### config.mk
export PLATFORM = sky130hd
export DESIGN_NAME = bounded_stack_with_reverse_sort
export DESIGN_NICKNAME = d
export VERILOG_FILES = /design/src/hdl/bstk_pkg.sv /design/src/hdl/bstk_datapath.sv /design/src/hdl/bstk_controller.sv /design/src/hdl/bounded_stack_with_reverse_sort.sv
export VERILOG_INCLUDE_DIRS = /design/src /design/src/hdl
export SDC_FILE = /design/constraint.sdc
export NUM_CORES = 2
export LEC_CHECK = 0
export BUFFER_PORTS_ARGS = -buffer_cell sky130_fd_sc_hd__buf_2
export CORE_UTILIZATION = 44
export DETAILED_ROUTE_END_ITERATION = 10
export GPL_TIMING_DRIVEN = 1
export PLACE_DENSITY_LB_ADDON = 0.1
export SYNTH_ARGS = -nofsm -noshare
export SYNTH_HDL_FRONTEND = slang
export SYNTH_SLANG_ARGS = --single-unit
### constraint.sdc
create_clock -name clk -period 6.8 [get_ports clk]
set_input_delay 1.36 -clock clk [delete_from_list [all_inputs] [get_ports clk]]
set_output_delay 1.36 -clock clk [all_outputs]
set_load 0.005 [all_outputs]
### src/hdl/assert_macros.svh
// assertion macros used by the stack controller
`ifndef ASSERT_MACROS_SVH
`define ASSERT_MACROS_SVH

`ifndef SYNTHESIS

`define ASSERT_PROP(lbl, clk, rst_n, prop) \
    lbl: assert property (@(posedge clk) disable iff (!rst_n) prop) \
        else $error("assertion failed");

`define ASSERT_NEVER(lbl, clk, rst_n, expr) \
    lbl: assert property (@(posedge clk) disable iff (!rst_n) !(expr)) \
        else $error("forbidden condition seen");

`else

`define ASSERT_PROP(lbl, clk, rst_n, prop)

`define ASSERT_NEVER(lbl, clk, rst_n, expr)

`endif

`endif

### src/hdl/bstk_pkg.sv
// shared types, op codes and status codes for the bounded stack
package bstk_pkg;

    localparam int STACK_DEPTH = 16;
    localparam int ADDR_W      = $clog2(STACK_DEPTH);
    localparam int COUNT_W     = $clog2(STACK_DEPTH + 1);

    typedef logic [2:0]         op_t;
    typedef logic [1:0]         status_t;
    typedef logic signed [31:0] word_t;
    typedef logic [COUNT_W-1:0] count_t;
    typedef logic [ADDR_W-1:0]  addr_t;

    localparam op_t OP_PUSH    = 3'd0;
    localparam op_t OP_POP     = 3'd1;
    localparam op_t OP_PEEK    = 3'd2;
    localparam op_t OP_REVERSE = 3'd3;
    localparam op_t OP_SORT    = 3'd4;

    localparam status_t ST_OK    = 2'd0;
    localparam status_t ST_EMPTY = 2'd1;
    localparam status_t ST_FULL  = 2'd2;

    typedef struct packed {
        logic apply;
        logic sort_step;
        logic sort_odd;
        logic load_result;
    } dp_cmd_t;

    typedef struct packed {
        logic   starts_sort;
        count_t count;
    } dp_stat_t;

endpackage

### src/hdl/bstk_datapath.sv
// stack storage, op execution, transposition sort network and result registers
module bstk_datapath (
    input  logic              clk,
    input  logic              rst_n,
    input  bstk_pkg::dp_cmd_t cmd,
    input  bstk_pkg::op_t     op,
    input  bstk_pkg::word_t   push_value,
    output bstk_pkg::dp_stat_t stat,
    output bstk_pkg::status_t status,
    output bstk_pkg::word_t   top_value,
    output bstk_pkg::count_t  entry_count
);
    import bstk_pkg::*;

    word_t   entries_reg [STACK_DEPTH];
    word_t   entries_next [STACK_DEPTH];
    count_t  count_reg;
    count_t  count_next;
    status_t pend_status_reg;
    status_t pend_status_next;
    status_t status_reg;
    word_t   top_reg;
    count_t  cnt_out_reg;
    logic    empty;
    logic    full;
    addr_t   top_idx;
    word_t   top_word;

    assign empty    = (count_reg == '0);
    assign full     = (count_reg == COUNT_W'(STACK_DEPTH));
    assign top_idx  = ADDR_W'(count_reg - COUNT_W'(1));
    assign top_word = empty ? '0 : entries_reg[top_idx];

    assign stat.starts_sort = (op == OP_SORT) && !empty;
    assign stat.count       = count_reg;

    always_comb
    begin
        addr_t rev_idx;
        entries_next     = entries_reg;
        count_next       = count_reg;
        pend_status_next = pend_status_reg;
        rev_idx          = '0;
        if (cmd.apply)
        begin
            pend_status_next = ST_OK;
            if (op == OP_PUSH)
            begin
                if (full)
                begin
                    pend_status_next = ST_FULL;
                end
                else
                begin
                    entries_next[count_reg[ADDR_W-1:0]] = push_value;
                    count_next = count_reg + COUNT_W'(1);
                end
            end
            else if (empty)
            begin
                pend_status_next = ST_EMPTY;
            end
            else
            begin
                case (op)
                    OP_POP:
                    begin
                        count_next = count_reg - COUNT_W'(1);
                    end
                    OP_REVERSE:
                    begin
                        for (int i = 0; i < STACK_DEPTH; i++)
                        begin
                            rev_idx = ADDR_W'(count_reg - COUNT_W'(1) - COUNT_W'(i));
                            if (COUNT_W'(i) < count_reg)
                            begin
                                entries_next[i] = entries_reg[rev_idx];
                            end
                        end
                    end
                    default:
                    begin
                    end
                endcase
            end
        end
        else if (cmd.sort_step)
        begin
            // bottom stays largest: swap a pair when the upper word is greater
            for (int i = 0; i < STACK_DEPTH - 1; i++)
            begin
                if ((i[0] == cmd.sort_odd) && (COUNT_W'(i + 1) < count_reg)
                    && (entries_reg[i + 1] > entries_reg[i]))
                begin
                    entries_next[i]     = entries_reg[i + 1];
                    entries_next[i + 1] = entries_reg[i];
                end
            end
        end
    end

    always_ff @(posedge clk)
    begin
        entries_reg <= entries_next;
    end

    always_ff @(posedge clk or negedge rst_n)
    begin
        if (!rst_n)
        begin
            count_reg       <= '0;
            pend_status_reg <= ST_OK;
        end
        else
        begin
            count_reg       <= count_next;
            pend_status_reg <= pend_status_next;
        end
    end

    always_ff @(posedge clk)
    begin
        if (cmd.load_result)
        begin
            status_reg  <= pend_status_reg;
            top_reg     <= top_word;
            cnt_out_reg <= count_reg;
        end
    end

    assign status      = status_reg;
    assign top_value   = top_reg;
    assign entry_count = cnt_out_reg;

endmodule

### src/hdl/bstk_controller.sv
// controller sequencing op execution, sort phases and result hand-off
module bstk_controller (
    input  logic               clk,
    input  logic               rst_n,
    input  logic               in_valid,
    output logic               in_stall,
    output logic               out_valid,
    input  logic               out_stall,
    input  bstk_pkg::dp_stat_t stat,
    output bstk_pkg::dp_cmd_t  cmd
);
    import bstk_pkg::*;

`include "assert_macros.svh"

    localparam logic [1:0] S_IDLE   = 2'd0;
    localparam logic [1:0] S_SORT   = 2'd1;
    localparam logic [1:0] S_RESULT = 2'd2;

    logic [1:0] state_reg;
    logic [1:0] state_next;
    count_t     phase_reg;
    count_t     phase_next;
    logic       out_valid_reg;
    logic       out_valid_next;
    logic       accept;
    logic       last_phase;

    assign in_stall   = (state_reg != S_IDLE);
    assign accept     = in_valid && !in_stall;
    assign last_phase = (phase_reg == stat.count - COUNT_W'(1));

    assign cmd.apply       = accept;
    assign cmd.sort_step   = (state_reg == S_SORT);
    assign cmd.sort_odd    = phase_reg[0];
    assign cmd.load_result = (state_reg == S_RESULT) && (!out_valid_reg || !out_stall);

    always_comb
    begin
        state_next = state_reg;
        phase_next = phase_reg;
        case (state_reg)
            S_IDLE:
            begin
                phase_next = '0;
                if (accept)
                begin
                    state_next = stat.starts_sort ? S_SORT : S_RESULT;
                end
            end
            S_SORT:
            begin
                phase_next = phase_reg + COUNT_W'(1);
                if (last_phase)
                begin
                    state_next = S_RESULT;
                end
            end
            S_RESULT:
            begin
                if (cmd.load_result)
                begin
                    state_next = S_IDLE;
                end
            end
            default:
            begin
                state_next = S_IDLE;
            end
        endcase
    end

    assign out_valid_next = cmd.load_result || (out_valid_reg && out_stall);

    always_ff @(posedge clk or negedge rst_n)
    begin
        if (!rst_n)
        begin
            state_reg     <= S_IDLE;
            phase_reg     <= '0;
            out_valid_reg <= 1'b0;
        end
        else
        begin
            state_reg     <= state_next;
            phase_reg     <= phase_next;
            out_valid_reg <= out_valid_next;
        end
    end

    assign out_valid = out_valid_reg;

    `ASSERT_PROP(a_accept_leaves_idle, clk, rst_n, accept |=> (state_reg != S_IDLE))
    `ASSERT_PROP(a_sort_exits_to_result, clk, rst_n,
        (state_reg == S_SORT) |=> (state_reg == S_SORT || state_reg == S_RESULT))
    `ASSERT_PROP(a_phase_in_range, clk, rst_n, (state_reg == S_SORT) |-> (phase_reg < stat.count))
    `ASSERT_NEVER(a_no_overwrite, clk, rst_n, cmd.load_result && out_valid_reg && out_stall)

endmodule

### src/hdl/bounded_stack_with_reverse_sort.sv
// top level of the bounded stack with reverse and sort
//
//  channel | handshake         | payload
//  --------+-------------------+-----------------------------------
//  in      | in_valid/in_stall | op, push_value
//  out     | out_valid/out_stall | status, top_value, entry_count
//
// push, pop, peek, reverse and empty-stack requests pass through the result state; in_stall holds new items until then
// sort runs odd-even transposition phases, one phase per cycle, before the result state
// reverse is a parallel remap of the register-file entries
// reset clears the fill count and control; stack words are not cleared
// a new item is taken while the previous result waits in the output register
module bounded_stack_with_reverse_sort (
    input  logic              clk,
    input  logic              rst_n,
    input  logic              in_valid,
    output logic              in_stall,
    input  bstk_pkg::op_t     op,
    input  bstk_pkg::word_t   push_value,
    output logic              out_valid,
    input  logic              out_stall,
    output bstk_pkg::status_t status,
    output bstk_pkg::word_t   top_value,
    output bstk_pkg::count_t  entry_count
);
    import bstk_pkg::*;

    dp_cmd_t  cmd;
    dp_stat_t stat;

    bstk_controller u_ctrl (
        .clk       (clk),
        .rst_n     (rst_n),
        .in_valid  (in_valid),
        .in_stall  (in_stall),
        .out_valid (out_valid),
        .out_stall (out_stall),
        .stat      (stat),
        .cmd       (cmd)
    );

    bstk_datapath u_dp (
        .clk         (clk),
        .rst_n       (rst_n),
        .cmd         (cmd),
        .op          (op),
        .push_value  (push_value),
        .stat        (stat),
        .status      (status),
        .top_value   (top_value),
        .entry_count (entry_count)
    );

endmodule
==> summary.md <==
| Metric | Value |
|---|---|
| Top cell type by total area after synthesis | `edfxtp_1` |
| Synth top area share | `25.3%` |
| Post-Place Cells | `8598` |
| Number of max-cap violations | `3` |
| Ys Warns | `0` |
| Critical path's largest stage delay | `roughly 1500 ps` |
| CP Depth | `10` |
| Req. time, crit path | `between 7000 and 8000 ps` |
| Final Cycle Share | `85.6%` |
| Post-CTS sizing | `0` |
| Hold path cells | `0` |
| Tightest Hold Check Type | `flip-flop to flip-flop` |
| GRT met1 Usage | `60.2%` |
| Hold buffers post-CTS | `0` |
| Reg-to-reg startpoint | `u_dp.entries_reg[127]` |
| WHS | `around 450 ps` |
| Slew @ Worst Pin | `1720 ps` |
| Die Span X | `387 microns` |
| Mapped Area | `65300 sq um` |
| H-tree Lvls | `3` |
| Worst reg-to-reg setup slack | `between 900 and 1000 ps` |
| Busiest layer in global routing | `met2` |
| Max Fclk | `172 MHz` |
| RSZ-0062 raised after global routing | `no` |
| Met2 usage | `60.8%` |
| Slew Viols, Final | `42` |
| Initial antenna violation count | `19` |
| CTS sink cnt | `approximately 570` |
| Mapped Nets | `7568` |
| Synthesis-to-layout area growth | `8.00%` |
| CTS max path bufs | `3` |
| Seq/Total Area, Yosys | `25.9%` |
| PortBufs | `79` |
| Synth Instances | `7037` |
| Vias in the first global route | `61500` |
| Overflow after GRT | `0` |
| I/O pins | `80` |
| Yosys reg bits | `566` |
| Met3 GRT Util | `24.0%` |
| CTS Root Cell | `clkbuf_16` |
| Worst Hold Path EP | `u_dp.status[1]` |
| Final WL | `361000 microns` |
| Synth area leaders | `edfxtp_1 (25%), mux4_2 (18%), ha_1 (9.4%), a221o_1 (6.5%), nand2_1 (5.0%)` |
| Top-count cell post-synth | `nand2_1` |
| Violated checks | `max-capacitance violations, max-slew violations` |
| Clock network latency to the later pin of the worst-skew pair | `roughly 730 ps` |
| Cell Chain, Critical Path | `inv_1, ha_1, and4_1, nand2_1, nor4_1, o31ai_1, o2bb2ai_1, nor2_1, o311a_2, buf_4` |
| Remaining DRCs | `0` |
| Starting Density | `44.6%` |
| DP Wirelength | `242000 microns` |
| Final setup viols | `0` |
| Routability cong. | `approximately 1.1` |
| Worst-path fanout max | `16` |
| Antenna-violating nets left | `0` |
| Ys async rst share | `2.65%` |
| Num rows | `140` |
| Worst path bufs/invs | `2` |
| Post-Syn Area per Cell | `9.28 sq um` |
| Min cycle time layout | `approximately 5800 ps` |
| First-pass GRT wire length | `493000 microns` |
| Largest register FFs | `~500` |
| Core area | `146000 sq um` |
| Top cells by count, synth | `nand2_1 (869), nor2_1 (578), edfxtp_1 (551)` |
| Setup TNS | `0 ps` |
| CP arrival | `6180 ps` |
| Worst reg2reg path depth | `10` |
| Top Family by Delay on Critical Path | `simple AND/OR/NAND/NOR gates` |
| Synth unique cells | `84` |
| Vias | `68000` |
| Largest net degree at the start of global routing | `153` |
| WS Path Type | `flip-flop to flip-flop` |
| Drt pass-1 iters | `10` |
| Crit end category | `flip-flop` |
| Status | `finished with violations` |
| Filler instances | `13800` |
| Worst Skew | `around 32 ps` |
| Top_reg_cell synth | `edfxtp_1` |
| Clock transition at the registers of the reported paths | `60 ps` |
| Share of cells above drive strength 1 | `15.5%` |
| Reg-to-reg endpoint | `u_dp.entries_reg[71]` |
| Num CTS Buffers | `approximately 80` |
| CTS tree | `yes` |
| CP max stage cell | `nor4_1` |
| Chip height | `387 microns` |
| Routed vias/inst | `about 7.8` |
| Area of the die | `~150000 sq um` |
| Global Route Usage Sum | `46.5%` |
| Max-Slew Margin vs Limit | `-15.7%` |
| Postcts setup bufs | `0` |
| Hold path startpoint | `u_dp.pend_status_reg[1]` |
| Final #Nets | `7294` |
| Startpoint Class | `flip-flop` |
| Per-cell routed wire length | `41.3 microns` |
| Final Non-Filler Cells | `8751` |
| Final hold vios | `0` |
| 1st-iter DRT viols | `12700` |
| EDFF count, synth | `551` |
[metal layers]
layer / part of all wire (%) / vias to the layer above / routed length, microns
met5: 0.10 / - / 361
met1: 36 / 33100 / 132000
met2: 38 / 6657 / 137000
met3: 18 / 1342 / 66200
li1: - / 26900 / -
met4: 7.1 / 32 / 25700
[cell families after synthesis]
logic type	share of synthesized area, %
DFF	25.9
buffers and inverters	6.90
muxes	21.9
AOI/OAI and AO/OA	23.0
xor gates and xnor gates	0.366
and+or+nand+nor	12.5
adders and majority gates	9.43
[worst reg2reg max path, cell delays in order (launching register included)]
cell and delay, ps:
edfxtp_1 500, inv_1 120, ha_1 640, and4_1 350, nand2_1 270, nor4_1 1450
o31ai_1 250, o2bb2ai_1 270, nor2_1 160, o311a_2 900, buf_4 520
[cell usage in the layout, fill, tap and decap left out, types with 99 or more instances in the layout]
| cell | netlist | routed |
|---|---|---|
| o21ai_0 | 529 | 529 |
| nand2_1 | 869 | 855 |
| edfxtp_1 | 551 | 551 |
| inv_1 | 502 | 501 |
| buf_4 | 3 | 152 |
| o32ai_1 | 128 | 128 |
| ha_1 | 492 | 490 |
| a21oi_1 | 528 | 519 |
| mux4_2 | 512 | 512 |
| nor2_1 | 578 | 573 |
| and3_1 | 102 | 99 |
| mux2i_1 | 197 | 195 |
| a221o_1 | 422 | 422 |
| o22ai_1 | 130 | 130 |
[area by class of cell]
class                   instances  area [sq um]  share of cell area [%]
well taps                    1917          2400                    3.40
clock buffers                  99          2150                    3.05
clock inverters                47           458                   0.649
diodes                          6          15.0                  0.0213
flip-flops and latches        566         16900                    24.0
repair buffers                263          2160                    3.07
inverters                     504          1900                    2.70
multi-input cells            5349         44500                    63.1
[worst max-delay path by stage]
stage	start	slack, ps	end
finish	u_dp.entries_reg[127]	980	u_dp.entries_reg[71]
global route	u_dp.entries_reg[127]	1310	u_dp.entries_reg[71]
CTS	u_dp.entries_reg[287]	1490	u_dp.entries_reg[306]
detailed placement	u_dp.entries_reg[287]	1580	u_dp.entries_reg[308]
global placement	u_dp.entries_reg[47]	1180	u_dp.entries_reg[21]
floorplan	op[1]	1210	u_dp.entries_reg[416]
[metrics by stage]
step	setup slack, ps	utilization, %	instance area, sq um
2_1_floorplan	1210	-	65300
3_3_place_gp	1180	46.4	67900
3_5_place_dp	1580	46.4	67900
4_1_cts	1490	48.1	70500
5_1_grt	1310	48.1	70500
6_report	980	48.1	70500
Power is not shown: default switching activity piles up to over one toggle a cycle in this logic, so the estimate is an artifact.
